$ cat src/lrps_pkg.sv
// ---------------------------------------------------------------------------
// lrps_pkg: shared types and constants for the LED row pulse serializer
// Beat payloads, the front-to-back command word, phase codes, register map.
// ---------------------------------------------------------------------------
package lrps_pkg;

  localparam int PIXELS_PER_ROW = 8;
  localparam int COUNTER_WIDTH  = 16;
  localparam int CMP_W          = (COUNTER_WIDTH > 16) ? COUNTER_WIDTH : 16;
  localparam int BITS_PER_PIXEL = 24;

  localparam logic [2:0] PIX_LAST = 3'(PIXELS_PER_ROW - 1);
  localparam logic [4:0] BIT_LAST = 5'(BITS_PER_PIXEL - 1);

  typedef enum logic [2:0] {
    REG_RED       = 3'd0,
    REG_GREEN     = 3'd1,
    REG_BLUE      = 3'd2,
    REG_ONE_HIGH  = 3'd3,
    REG_ONE_LOW   = 3'd4,
    REG_ZERO_HIGH = 3'd5,
    REG_ZERO_LOW  = 3'd6,
    REG_GAP       = 3'd7
  } reg_index_t;

  typedef enum logic [3:0] {
    PH_IDLE = 4'b0001,
    PH_HIGH = 4'b0010,
    PH_LOW  = 4'b0100,
    PH_GAP  = 4'b1000
  } phase_t;

  typedef enum logic {
    CMD_TICK = 1'b0,
    CMD_PUSH = 1'b1
  } cmd_kind_t;

  typedef struct packed {
    logic       action;
    logic [7:0] row_bits;
    logic       row_odd;
    logic       last_row;
  } in_item_t;

  typedef struct packed {
    logic data_out;
    logic busy_res;
    logic rejected;
  } out_item_t;

  // Row bits are already in send order: bit 0 goes out first.
  typedef struct packed {
    cmd_kind_t  kind;
    logic [7:0] row;
    logic       gap;
  } cmd_t;

endpackage

$ cat src/lrps_front.sv
// ---------------------------------------------------------------------------
// lrps_front: input side of the LED row pulse serializer
// Classify each input beat into a command, put the row in send order and
// hold commands in a two-entry queue for the waveform engine.
// ---------------------------------------------------------------------------
module lrps_front (
  input  logic              clk,
  input  logic              rst,
  input  logic              in_valid,
  output logic              in_ready,
  input  lrps_pkg::in_item_t in_data,
  output logic              q_valid,
  input  logic              q_pop,
  output lrps_pkg::cmd_t    q_cmd
);
  import lrps_pkg::*;

  cmd_t       entries [2];
  logic [1:0] count;
  logic       wr_ptr;
  logic       rd_ptr;
  logic       push;
  logic       pop;
  cmd_t       cmd_in;
  logic [7:0] ordered;

  // Odd rows go out MSB first: reverse them so the engine always walks up.
  always_comb begin
    for (int i = 0; i < 8; i++) begin
      ordered[i] = in_data.row_odd ? in_data.row_bits[7 - i] : in_data.row_bits[i];
    end
    cmd_in.kind = in_data.action ? CMD_PUSH : CMD_TICK;
    cmd_in.row  = ordered;
    cmd_in.gap  = in_data.last_row;
  end

  assign in_ready = (count != 2'd2);
  assign push     = in_valid && in_ready;
  assign q_valid  = (count != 2'd0);
  assign pop      = q_pop && q_valid;
  assign q_cmd    = entries[rd_ptr];

  always_ff @(posedge clk) begin
    if (push) begin
      entries[wr_ptr] <= cmd_in;
    end
  end

  always_ff @(posedge clk) begin
    if (rst) begin
      count  <= 2'd0;
      wr_ptr <= 1'b0;
      rd_ptr <= 1'b0;
    end else begin
      if (push) begin
        wr_ptr <= ~wr_ptr;
      end
      if (pop) begin
        rd_ptr <= ~rd_ptr;
      end
      if (push && !pop) begin
        count <= count + 2'd1;
      end else if (pop && !push) begin
        count <= count - 2'd1;
      end
    end
  end

endmodule

$ cat src/lrps_back.sv
// ---------------------------------------------------------------------------
// lrps_back: waveform engine of the LED row pulse serializer
// Execute one queued command per cycle unless the output stalls, keep the
// pulse timing state and the configuration registers, and register each result.
// ---------------------------------------------------------------------------
module lrps_back (
  input  logic               clk,
  input  logic               rst,
  input  logic               cfg_write,
  input  logic [2:0]         cfg_index,
  input  logic [15:0]        cfg_data,
  input  logic               q_valid,
  output logic               q_pop,
  input  lrps_pkg::cmd_t     q_cmd,
  output logic               out_valid,
  input  logic               out_ready,
  output lrps_pkg::out_item_t out_data
);
  import lrps_pkg::*;

  logic [7:0]  red_level;
  logic [7:0]  green_level;
  logic [7:0]  blue_level;
  logic [11:0] one_high_ticks;
  logic [11:0] one_low_ticks;
  logic [11:0] zero_high_ticks;
  logic [11:0] zero_low_ticks;
  logic [15:0] gap_ticks;

  phase_t                   phase;
  phase_t                   phase_next;
  logic [7:0]               row;
  logic [7:0]               row_next;
  logic                     gap_pending;
  logic                     gap_pending_next;
  logic [2:0]               pix;
  logic [2:0]               pix_next;
  logic [4:0]               bit_idx;
  logic [4:0]               bit_idx_next;
  logic [COUNTER_WIDTH-1:0] cnt;
  logic [COUNTER_WIDTH-1:0] cnt_next;

  logic [COUNTER_WIDTH-1:0] cnt_inc;
  logic [CMP_W-1:0]         len;
  logic                     done;
  logic [7:0]               colour;
  logic                     cur_bit;
  logic                     busy;
  out_item_t                res;

  assign q_pop = q_valid && (!out_valid || out_ready);
  assign busy  = (phase != PH_IDLE);

  // Level of the bit being sent: black pixels send zeros.
  always_comb begin
    if (bit_idx < 5'd8) begin
      colour = green_level;
    end else if (bit_idx < 5'd16) begin
      colour = red_level;
    end else begin
      colour = blue_level;
    end
    cur_bit = row[pix] && colour[3'd7 - bit_idx[2:0]];
  end

  always_comb begin
    unique case (phase)
      PH_HIGH: len = CMP_W'(cur_bit ? one_high_ticks : zero_high_ticks);
      PH_LOW:  len = CMP_W'(cur_bit ? one_low_ticks : zero_low_ticks);
      PH_GAP:  len = CMP_W'(gap_ticks);
      default: len = '0;
    endcase
    cnt_inc = cnt + COUNTER_WIDTH'(1);
    done    = (CMP_W'(cnt_inc) >= len) || (cnt_inc == '1);
  end

  always_comb begin
    phase_next       = phase;
    row_next         = row;
    gap_pending_next = gap_pending;
    pix_next         = pix;
    bit_idx_next     = bit_idx;
    cnt_next         = cnt;
    res.data_out     = (phase == PH_HIGH);
    res.busy_res     = busy;
    res.rejected     = 1'b0;
    if (q_cmd.kind == CMD_PUSH) begin
      res.busy_res = 1'b1;
      res.rejected = busy;
      if (!busy) begin
        row_next         = q_cmd.row;
        gap_pending_next = q_cmd.gap;
        pix_next         = 3'd0;
        bit_idx_next     = 5'd0;
        cnt_next         = '0;
        phase_next       = PH_HIGH;
      end
    end else if (busy) begin
      cnt_next = done ? '0 : cnt_inc;
      if (done) begin
        unique case (phase)
          PH_HIGH: phase_next = PH_LOW;
          PH_LOW: begin
            if (bit_idx < BIT_LAST) begin
              bit_idx_next = bit_idx + 5'd1;
              phase_next   = PH_HIGH;
            end else begin
              bit_idx_next = 5'd0;
              if (pix < PIX_LAST) begin
                pix_next   = pix + 3'd1;
                phase_next = PH_HIGH;
              end else begin
                pix_next   = 3'd0;
                phase_next = gap_pending ? PH_GAP : PH_IDLE;
              end
            end
          end
          PH_GAP: begin
            gap_pending_next = 1'b0;
            phase_next       = PH_IDLE;
          end
          default: phase_next = PH_IDLE;
        endcase
      end
    end
  end

  always_ff @(posedge clk) begin
    if (rst) begin
      phase       <= PH_IDLE;
      row         <= 8'd0;
      gap_pending <= 1'b0;
      pix         <= 3'd0;
      bit_idx     <= 5'd0;
      cnt         <= '0;
    end else if (q_pop) begin
      phase       <= phase_next;
      row         <= row_next;
      gap_pending <= gap_pending_next;
      pix         <= pix_next;
      bit_idx     <= bit_idx_next;
      cnt         <= cnt_next;
    end
  end

  always_ff @(posedge clk) begin
    if (rst) begin
      red_level       <= 8'd0;
      green_level     <= 8'd0;
      blue_level      <= 8'd0;
      one_high_ticks  <= 12'd16;
      one_low_ticks   <= 12'd9;
      zero_high_ticks <= 12'd8;
      zero_low_ticks  <= 12'd17;
      gap_ticks       <= 16'd1000;
    end else if (cfg_write) begin
      unique case (reg_index_t'(cfg_index))
        REG_RED:       red_level       <= cfg_data[7:0];
        REG_GREEN:     green_level     <= cfg_data[7:0];
        REG_BLUE:      blue_level      <= cfg_data[7:0];
        REG_ONE_HIGH:  one_high_ticks  <= cfg_data[11:0];
        REG_ONE_LOW:   one_low_ticks   <= cfg_data[11:0];
        REG_ZERO_HIGH: zero_high_ticks <= cfg_data[11:0];
        REG_ZERO_LOW:  zero_low_ticks  <= cfg_data[11:0];
        REG_GAP:       gap_ticks       <= cfg_data;
        default:       gap_ticks       <= gap_ticks;
      endcase
    end
  end

  always_ff @(posedge clk) begin
    if (rst) begin
      out_valid <= 1'b0;
    end else if (q_pop) begin
      out_valid <= 1'b1;
    end else if (out_ready) begin
      out_valid <= 1'b0;
    end
  end

  always_ff @(posedge clk) begin
    if (q_pop) begin
      out_data <= res;
    end
  end

endmodule

$ cat src/led_row_pulse_serializer.sv
// ---------------------------------------------------------------------------
// led_row_pulse_serializer: NRZ pulse encoder for one row of RGB LEDs
// Input beats either push an 8-pixel row or advance the line by one tick;
// every input beat yields exactly one output beat with the line level.
//
// Usage:
//   in_*   : valid/ready channel. action 1 pushes a row (row_bits, row_odd,
//            last_row), action 0 advances the waveform one tick.
//   out_*  : valid/ready channel, one beat per input beat, in order:
//            data_out (line level for that tick), busy_res, rejected.
//   cfg_*  : write-only register port, one write per cycle, no wait. Write
//            only while the block is idle and all results have drained.
// From input beat to output beat, each command is registered in the
// command queue, then the waveform engine step loads the output
// register. Sustained rate is one beat per cycle while the receiver
// keeps taking beats.
// A push while a row or gap is still going out is dropped and flagged.
// Reset empties the queue and output register, returns to idle and loads
// the default timing registers. When the receiver stalls, the output
// register holds its beat and the two-entry command queue absorbs input
// until full, at which point in_ready drops.
// ---------------------------------------------------------------------------
module led_row_pulse_serializer (
  input  logic                clk,
  input  logic                rst,
  input  logic                in_valid,
  output logic                in_ready,
  input  lrps_pkg::in_item_t  in_data,
  output logic                out_valid,
  input  logic                out_ready,
  output lrps_pkg::out_item_t out_data,
  input  logic                cfg_write,
  input  logic [2:0]          cfg_index,
  input  logic [15:0]         cfg_data
);
  import lrps_pkg::*;

  // Command queue between the classifier and the waveform engine.
  logic q_valid;
  logic q_pop;
  cmd_t q_cmd;

  // Classify beats, reorder serpentine rows, queue commands.
  lrps_front u_front (
    .clk      (clk),
    .rst      (rst),
    .in_valid (in_valid),
    .in_ready (in_ready),
    .in_data  (in_data),
    .q_valid  (q_valid),
    .q_pop    (q_pop),
    .q_cmd    (q_cmd)
  );

  // Advance the pulse timing one command per cycle unless the output stalls, and register results.
  lrps_back u_back (
    .clk       (clk),
    .rst       (rst),
    .cfg_write (cfg_write),
    .cfg_index (cfg_index),
    .cfg_data  (cfg_data),
    .q_valid   (q_valid),
    .q_pop     (q_pop),
    .q_cmd     (q_cmd),
    .out_valid (out_valid),
    .out_ready (out_ready),
    .out_data  (out_data)
  );

endmodule

$ cat config.mk
export PLATFORM = sky130hd
export DESIGN_NAME = led_row_pulse_serializer
export DESIGN_NICKNAME = d
export VERILOG_FILES = /design/src/lrps_pkg.sv /design/src/lrps_front.sv /design/src/lrps_back.sv /design/src/led_row_pulse_serializer.sv
export SDC_FILE = /design/constraint.sdc
export NUM_CORES = 1
export LEC_CHECK = 0
export BUFFER_PORTS_ARGS = -buffer_cell sky130_fd_sc_hd__buf_4
export CORE_AREA = 8 8 140 142
export DETAILED_ROUTE_END_ITERATION = 6
export DIE_AREA = 0 0 148 150
export PLACE_DENSITY = 0.68
export SETUP_SLACK_MARGIN = 0.5
export SYNTH_ARGS = -nofsm -noshare
export SYNTH_HDL_FRONTEND = slang
export SYNTH_SLANG_ARGS = --single-unit
$ cat constraint.sdc
create_clock -name clk -period 6.4 [get_ports clk]
set_input_delay 0.64 -clock clk [delete_from_list [all_inputs] [get_ports clk]]
set_output_delay 0.64 -clock clk [all_outputs]
set_load 0.05 [all_outputs]
==> flow_metrics.env, run 1 <==
export IMPL_cts_hold_buf=0
export IMPL_start_util_pct=43.0
export IMPL_cts_clk_slew_worst_paths_ns=0.06
export IMPL_cts_resized=0
export IMPL_via_per_inst=5.61
export IMPL_path_common_cell="buf_4"
export IMPL_first_iter_violations=620
export IMPL_synth_edff_count=23
export IMPL_hold_path_class="in2reg"
export IMPL_fp_dieW_um=148
export IMPL_intPower_w=0.00182
export IMPL_drc=0
export IMPL_io_pins=40
export IMPL_synth_main_ff_cell="dfxtp_1"
export IMPL_hpwl_mm=12.5
export IMPL_area_growth_pct=13.3
export IMPL_ys_ff_latch=154
export IMPL_grt_setup_unrepaired="false"
export IMPL_yosysTopAreaCellShare_pct=34.7
export IMPL_maxCapViolations=0
export IMPL_cp_top_family="simple AND/OR/NAND/NOR gates"
export IMPL_relSlewSlack_pct=19.8
export IMPL_synth_cell_types=61
export IMPL_r2r_start="u_back.bit_idx[0]"
export IMPL_gp_congestion=0.824
export IMPL_path_class="reg2reg"
export IMPL_crit_chain="mux4_2 -> mux2i_1 -> o21ai_0 -> buf_4 -> nor2_1 -> a222oi_1 -> o21a_1 -> ha_1 -> nand4_1 -> or3_1 -> o41ai_1 -> a211oi_1 -> o31a_1 -> buf_4 -> or4_1 -> a21oi_1"
export IMPL_tritoncts="built"
export IMPL_required_ns=6.75
export IMPL_leakage_nw=3.12
export IMPL_synth_largest_area_cell="dfxtp_1"
export IMPL_slowest_delay_ns=0.68
export IMPL_clock_latency_ns=0.43
export IMPL_cp_slowest_cell="nor2_1"
export IMPL_min_from="in_data[10]"
export IMPL_p_per_area_nw_per_um2=309
export IMPL_tightestPinTransition_ns=1.20
export IMPL_synth_area_leaders="dfxtp_1 35%, nand2_1 10%, edfxtp_1 9.2%"
export IMPL_start_kind="register"
export IMPL_port_buffers=39
export IMPL_outcome="completed"
export IMPL_fin_skew_ns=0.00670
export IMPL_syn_area_per_cell_sq_um=8.61
export IMPL_worst_endpoint_arrival_ns=5.33
export IMPL_wl_per_cell_um=16.5
export IMPL_layout_drive_gt1_share_pct=13.4
export IMPL_antenna_left=0
export IMPL_num_antenna_cells=0
export IMPL_drt_pass1_iter_count=5
export IMPL_comb_power_share_pct=19.2
export IMPL_synth_seq_area_share_pct=43.9
export IMPL_finalPower_w=0.00265
export IMPL_yosysWarnings=0
export IMPL_post_cts_buffers=0
export IMPL_period_minus_slack_ns=4.98
export IMPL_nFillCells=1712
export IMPL_core_sq_um=17500
export IMPL_peakVddDrop_uv=218
export IMPL_finalHoldViolCount=0
export IMPL_fmax_ghz=0.201
export IMPL_startpoint="u_back.bit_idx[0]"
export IMPL_path_max_fanout=35
export IMPL_cts_inserted_buffers=17
export IMPL_rows=49
export IMPL_clkPwrFrac_pct=38.2
export IMPL_htreeDepth=4
export IMPL_synthCells=877
export IMPL_grt_pass1_vias=5973
export IMPL_p_seq_share_pct=42.6
export IMPL_grt_pass1_wl_mm=30.4
export IMPL_switchingPower_w=0.000829
export IMPL_cp_end_kind="register"
export IMPL_vias=6328
export IMPL_fin_crit_sh_pct=77.8
export IMPL_antenna_found_initial=0
export IMPL_syn_nets=936
export IMPL_path_buf_inv=2
export IMPL_fin_setup_tns_ns=0
export IMPL_setup_violations=0
export IMPL_switching_share_pct=31.3
export IMPL_ctsRootBufferMaster="clkbuf_16"
export IMPL_cts_sinks=154
export IMPL_clock_path_buffers=2
export IMPL_final_nets=944
export IMPL_finalWirelength_mm=18.6
export IMPL_final_max_slew_viol_count=0
export IMPL_grt_overflow_total=0
export IMPL_async_flop_share_pct=0
export IMPL_dieArea_sq_um=22200
export IMPL_die_h_um=150
export IMPL_track_usage_pct=16.9
export IMPL_syn_area_sq_um=7550
export IMPL_grt_max_degree=114
state kept, by name, summed over array words and instances (netlist names), named ones only:
name,count
u_back.bit_idx,5
u_back.green_level,8
u_back.zero_high_ticks,12
u_back.row,8
u_back.phase,4
u_front.rd_ptr,1
u_back.zero_low_ticks,12
u_back.one_low_ticks,12
u_back.gap_pending,1
u_back.blue_level,8
u_back.one_high_ticks,12
u_back.pix,3
u_back.gap_ticks,16
u_back.out_data,3
u_back.red_level,8
u_back.out_valid,1
u_front.count,2
u_front.entries,20
u_back.cnt,16
u_front.wr_ptr,1
power by group through the flow:
stage | Sequential (W) | Clock [W] | Combinational (W)
after detailed placement | 0.00115 | 0 | 0.000507
after floorplan | 0.00116 | 0 | 0.000355
after CTS | 0.00113 | 0.00103 | 0.000510
final | 0.00113 | 0.00101 | 0.000507
after global routing | 0.00114 | 0.00107 | 0.000565
after global placement | 0.00115 | 0 | 0.000496
Yosys cell counts, types with 2 or more instances:
cell type,number
inv_1,12
nand2_1,203
a21bo_2,10
clkbuf_1,40
a31oi_1,4
nor4_2,2
clkbuf_2,7
a211o_1,2
o32ai_1,3
or4b_2,2
mux4_2,7
nor4_1,3
a211oi_1,3
a222oi_1,11
nand4_1,22
nor4b_1,2
ha_1,24
a32oi_1,2
o21ai_0,19
nor2b_1,6
xnor2_1,7
o211ai_1,3
nand2b_1,9
o21a_1,11
edfxtp_1,23
and4_1,3
o41ai_1,2
and3_1,3
nand3_1,32
buf_1,3
mux2_2,12
buf_2,8
or4_1,6
mux2i_1,33
nor3_1,5
nor2_1,54
dfxtp_1,131
nand3b_1,7
or3_1,4
xor2_1,11
or2_2,3
a21oi_1,104
layout make-up:
cell class / instances / area (sq um) / area share (%)
timing repair buffer: 47 / 353 / 4.13
clock buffer: 18 / 429 / 5.02
inverter: 13 / 48.8 / 0.571
tap: 229 / 287 / 3.35
sequential: 154 / 3310 / 38.7
clock inverter: 14 / 161 / 1.89
multi-input combinational: 652 / 3960 / 46.3
cell families after synthesis:
| group | Yosys count | share of synthesized area (%) |
|---|---|---|
| multiplexers | 52 | 8.26 |
| AO/OA/AOI/OAI | 187 | 15.4 |
| buffers and inverters | 71 | 3.78 |
| AND/OR/NAND/NOR | 371 | 22.6 |
| adder cells (fa/ha/maj) | 24 | 3.98 |
| flip-flops | 154 | 43.9 |
| XOR/XNOR | 18 | 2.09 |
routing by layer:
layer / routed length (um) / track usage, %
met4: 250 / 5.30
met5: 0 / 0
met1: 8510 / 21.4
met2: 9110 / 28.4
met3: 723 / 3.48
final timing paths:
kind	endpoint	slack [ns]	depth (start not counted)
hold reg to reg	u_back.one_high_ticks[8]	0.46	2
setup reg to reg	u_back.pix[1]	1.42	16
setup / recovery	u_back.pix[1]	1.42	16
hold / removal	u_front.entries[0][9]	0.40	1
through the flow:
step | hold WS [ns] | utilization [%] | cell area, sq um | std cells | worst slack (ns)
2_1_floorplan | 0.433 | - | 7550 | 877 | 2.12
3_3_place_gp | 0.440 | 45.4 | 7960 | 1095 | 1.57
3_5_place_dp | 0.447 | 45.4 | 7960 | 1095 | 1.47
4_1_cts | 0.378 | 48.8 | 8550 | 1127 | 1.39
5_1_grt | 0.384 | 48.8 | 8550 | 1127 | 1.07
6_report | 0.396 | 48.8 | 8550 | 1127 | 1.42
placed cells by master, fill, tap and decap left out, types with 4 or more instances in the layout:
| master | netlist | routed |
|---|---|---|
| mux4_2 | 7 | 7 |
| clkbuf_16 | 0 | 17 |
| nand2b_1 | 9 | 9 |
| a222oi_1 | 11 | 11 |
| mux2_2 | 12 | 12 |
| edfxtp_1 | 23 | 23 |
| o21ai_0 | 19 | 19 |
| nand2_1 | 203 | 203 |
| xnor2_1 | 7 | 7 |
| inv_6 | 0 | 4 |
| o21a_1 | 11 | 11 |
| nor3_1 | 5 | 4 |
| ha_1 | 24 | 24 |
| clkinv_4 | 0 | 4 |
| or4_1 | 6 | 6 |
| a21bo_2 | 10 | 10 |
| nand3_1 | 32 | 32 |
| a21oi_1 | 104 | 104 |
| mux2i_1 | 33 | 33 |
| a31oi_1 | 4 | 4 |
| nand3b_1 | 7 | 7 |
| xor2_1 | 11 | 11 |
| dfxtp_1 | 131 | 131 |
| buf_4 | 0 | 47 |
| nor2b_1 | 6 | 6 |
| or3_1 | 4 | 4 |
| inv_1 | 12 | 12 |
| nand4_1 | 22 | 22 |
| nor2_1 | 54 | 54 |
(Power assumes the default switching activity.)
==> run 2: changes to the inputs <==
Settings changed: ABC_AREA from default to 1, CORE_AREA 8 8 140 142 to 8 8 141 143, DIE_AREA 0 0 148 150 to 0 0 149 151.
Clock period 6.4 ns to 4.75 ns, I/O delays scaled along.
==> run 2 against run 1 <==
Non-clock buffer count up 2. Hold slack worse by 0.17 ns. Die area up 1.3%. Sequential cell count unchanged. Count of clock-buffer cells in the layout down 1. Clock skew up 0.0058 ns. Highest routed layer unchanged. Sequential share of layout area down 0.53 points.
==> flow_metrics.env, run 2 <==
export IMPL_top_register="u_front.entries"
export IMPL_hold_path_class="in2reg"
export IMPL_antenna_found_initial=0
export IMPL_grt_pass1_vias=6365
export IMPL_fin_util_pct=49.1
export IMPL_cts_clk_slew_worst_paths_ns=0.07
export IMPL_r2r_start="u_back.bit_idx[0]"
export IMPL_die_h_um=151
export IMPL_io_pins=40
export IMPL_clock_latency_ns=0.43
export IMPL_worst_endpoint_arrival_ns=4.13
export IMPL_port_buffers=39
export IMPL_min_path_cells=1
export IMPL_maxCapViolations=0
export IMPL_grt_overflow_total=0
export IMPL_area_growth_pct=13.3
export IMPL_start_kind="register"
export IMPL_grt_max_degree=104
export IMPL_core_sq_um=17700
export IMPL_p_per_area_nw_per_um2=456
export IMPL_htreeDepth=4
export IMPL_gp_congestion=0.878
export IMPL_synth_area_leaders="dfxtp_1 34%, nand2_1 12%, nor2_1 9.8%"
export IMPL_required_ns=5.10
export IMPL_synth_edff_count=23
export IMPL_yosysWarnings=0
export IMPL_cp_end_kind="register"
export IMPL_final_max_slew_viol_count=0
export IMPL_slowest_delay_ns=0.36
export IMPL_path_max_fanout=26
export IMPL_synthCells=1096
export IMPL_grt_pass1_wl_mm=31.0
export IMPL_synth_common_cells="242 x nand2_1, 200 x nor2_1, 131 x dfxtp_1"
export IMPL_layout_drive_gt1_share_pct=8.53
export IMPL_relSlewSlack_pct=36.3
export IMPL_tritoncts="built"
export IMPL_syn_area_per_cell_sq_um=6.98
export IMPL_hold_ws_ns=0.228
export IMPL_r2r_end="u_back.cnt[7]"
export IMPL_fin_crit_sh_pct=79.4
export IMPL_antenna_left=0
export IMPL_via_per_inst=5.07
export IMPL_syn_nets=1155
export IMPL_yosysTopAreaCellShare_pct=34.3
export IMPL_path_buf_inv=4
export IMPL_path_common_cell="nand2_1"
export IMPL_final_cell_mix="242 x nand2_1, 200 x nor2_1, 131 x dfxtp_1"
export IMPL_reg2reg_depth=29
export IMPL_fmax_ghz=0.265
export IMPL_hold_end="u_front.entries[0][9]"
export IMPL_synth_cell_types=38
export IMPL_reg2reg_slack_ns=0.98
export IMPL_ys_ff_latch=154
export IMPL_drt_pass1_iter_count=7
export IMPL_dieArea_sq_um=22500
export IMPL_peakVddDrop_uv=264
export IMPL_clock_path_buffers=2
export IMPL_layout_commonest_cell="nand2_1"
export IMPL_synth_seq_area_share_pct=43.3
export IMPL_cts_resized=0
export IMPL_min_from="in_data[10]"
export IMPL_synth_largest_area_cell="dfxtp_1"
export IMPL_outcome="completed"
export IMPL_fin_setup_tns_ns=0
export IMPL_rows=49
export IMPL_tightestPinTransition_ns=0.952
export IMPL_vias=6868
export IMPL_first_iter_violations=476
export IMPL_async_flop_share_pct=0
export IMPL_setup_violations=0
export IMPL_num_antenna_cells=0
export IMPL_track_usage_pct=17.0
export IMPL_nFillCells=1766
export IMPL_cp_top_family="simple AND/OR/NAND/NOR gates"
export IMPL_hpwl_mm=12.7
export IMPL_fin_skew_ns=0.0125
export IMPL_leakage_nw=3.71
export IMPL_period_minus_slack_ns=3.77
export IMPL_cp_slowest_cell="dfxtp_1"
export IMPL_final_nets=1171
export IMPL_wl_per_cell_um=13.8
export IMPL_start_util_pct=43.3
export IMPL_fp_dieW_um=149
export IMPL_syn_area_sq_um=7650
export IMPL_cts_inserted_buffers=17
export IMPL_finalWirelength_mm=18.7
export IMPL_cts_sinks=154
export IMPL_grt_setup_unrepaired="false"
export IMPL_finalHoldViolCount=0
export IMPL_synth_main_ff_cell="dfxtp_1"
export IMPL_path_class="reg2reg"
export IMPL_yosysMostFrequentCell="nand2_1"
export IMPL_reg_largest_list="u_front.entries: 20 flops, u_back.cnt: 16 flops, u_back.gap_ticks: 16 flops"
export IMPL_largest_register_ffs=20
export IMPL_ctsRootBufferMaster="clkbuf_16"
export IMPL_drc=0
==> run 2: changes by cell type after synthesis, moves of 10 or more <==
cell and delta:
a21bo_2 -10, nand4_1 +13, o21ai_0 +81, nand3_1 +22, inv_1 +92, nand2_1 +39
nor2_1 +146, a222oi_1 -11, mux2_2 -12, mux2i_1 -33, a21oi_1 -18
==> run 2: repair_timing <==
| action | 4_1_cts | 5_1_grt |
|---|---|---|
| endpoints found under the hold margin | 0 | 0 |
| hold buffers | 0 | 0 |
| endpoints found under the setup margin | 0 | 13 |
| buffers inserted | 0 | 1 |
==> run 2: metal layers <==
metal | share of wire, % | global-route usage [%]
met5 | 0 | 0
met4 | 2.6 | 7.82
met3 | 3.5 | 2.60
met2 | 48 | 28.7
met1 | 46 | 21.0
==> run 2: cells by family after synthesis <==
group / count (synthesis) / synth area share, %
xor+xnor: 4 / 0.458
fa+ha+maj: 24 / 3.92
simple gates: 552 / 30.1
flops: 154 / 43.3
compound gates: 203 / 13.8
buf+inv: 159 / 8.47
==> run 2: how the worst max path moves through the flow <==
stage / startpoint / endpoint / slack [ns] / cells past startpoint
2_1_floorplan: u_back.bit_idx[1] / u_back.cnt[7] / 1.61 / 26
3_3_place_gp: u_back.bit_idx[0] / u_back.cnt[14] / 1.03 / 27
3_5_place_dp: u_back.bit_idx[4] / u_back.cnt[7] / 0.94 / 26
4_1_cts: u_back.bit_idx[0] / u_back.cnt[7] / 0.90 / 27
5_1_grt: u_back.bit_idx[4] / u_back.cnt[4] / 0.57 / 27
6_report: u_back.bit_idx[0] / u_back.cnt[7] / 0.98 / 29
==> run 2: through the flow <==
stage / worst slack, ns / power [W] / cell area, sq um / instances
5_1_grt: 0.573 / 0.00419 / 8670 / 1354
6_report: 0.977 / 0.00395 / 8670 / 1354
3_3_place_gp: 1.03 / 0.00261 / 8060 / 1321
3_5_place_dp: 0.935 / 0.00262 / 8060 / 1321
4_1_cts: 0.899 / 0.00398 / 8650 / 1353
2_1_floorplan: 1.61 / 0.00237 / 7650 / 1096
==> run 2: power breakdown <==
part	total [W]	switching, W	leakage [nW]	internal (W)
Combinational	0.00104	0.000735	2.15	0.000304
Clock	0.00135	0.000571	0.274	0.000782
Sequential	0.00156	0.0000905	1.28	0.00147
Total	0.00395	0.00140	3.71	0.00256
==> run 2: area by class of cell <==
cell class                 count  area (sq um)  share of cell area, %
clock inverter                15           165                   1.90
clock buffer                  17           425                   4.91
tap                          229           287                   3.30
inverter                     107           403                   4.65
timing repair buffer          49           380                   4.39
sequential                   154          3310                   38.2
multi-input combinational    783          3700                   42.6
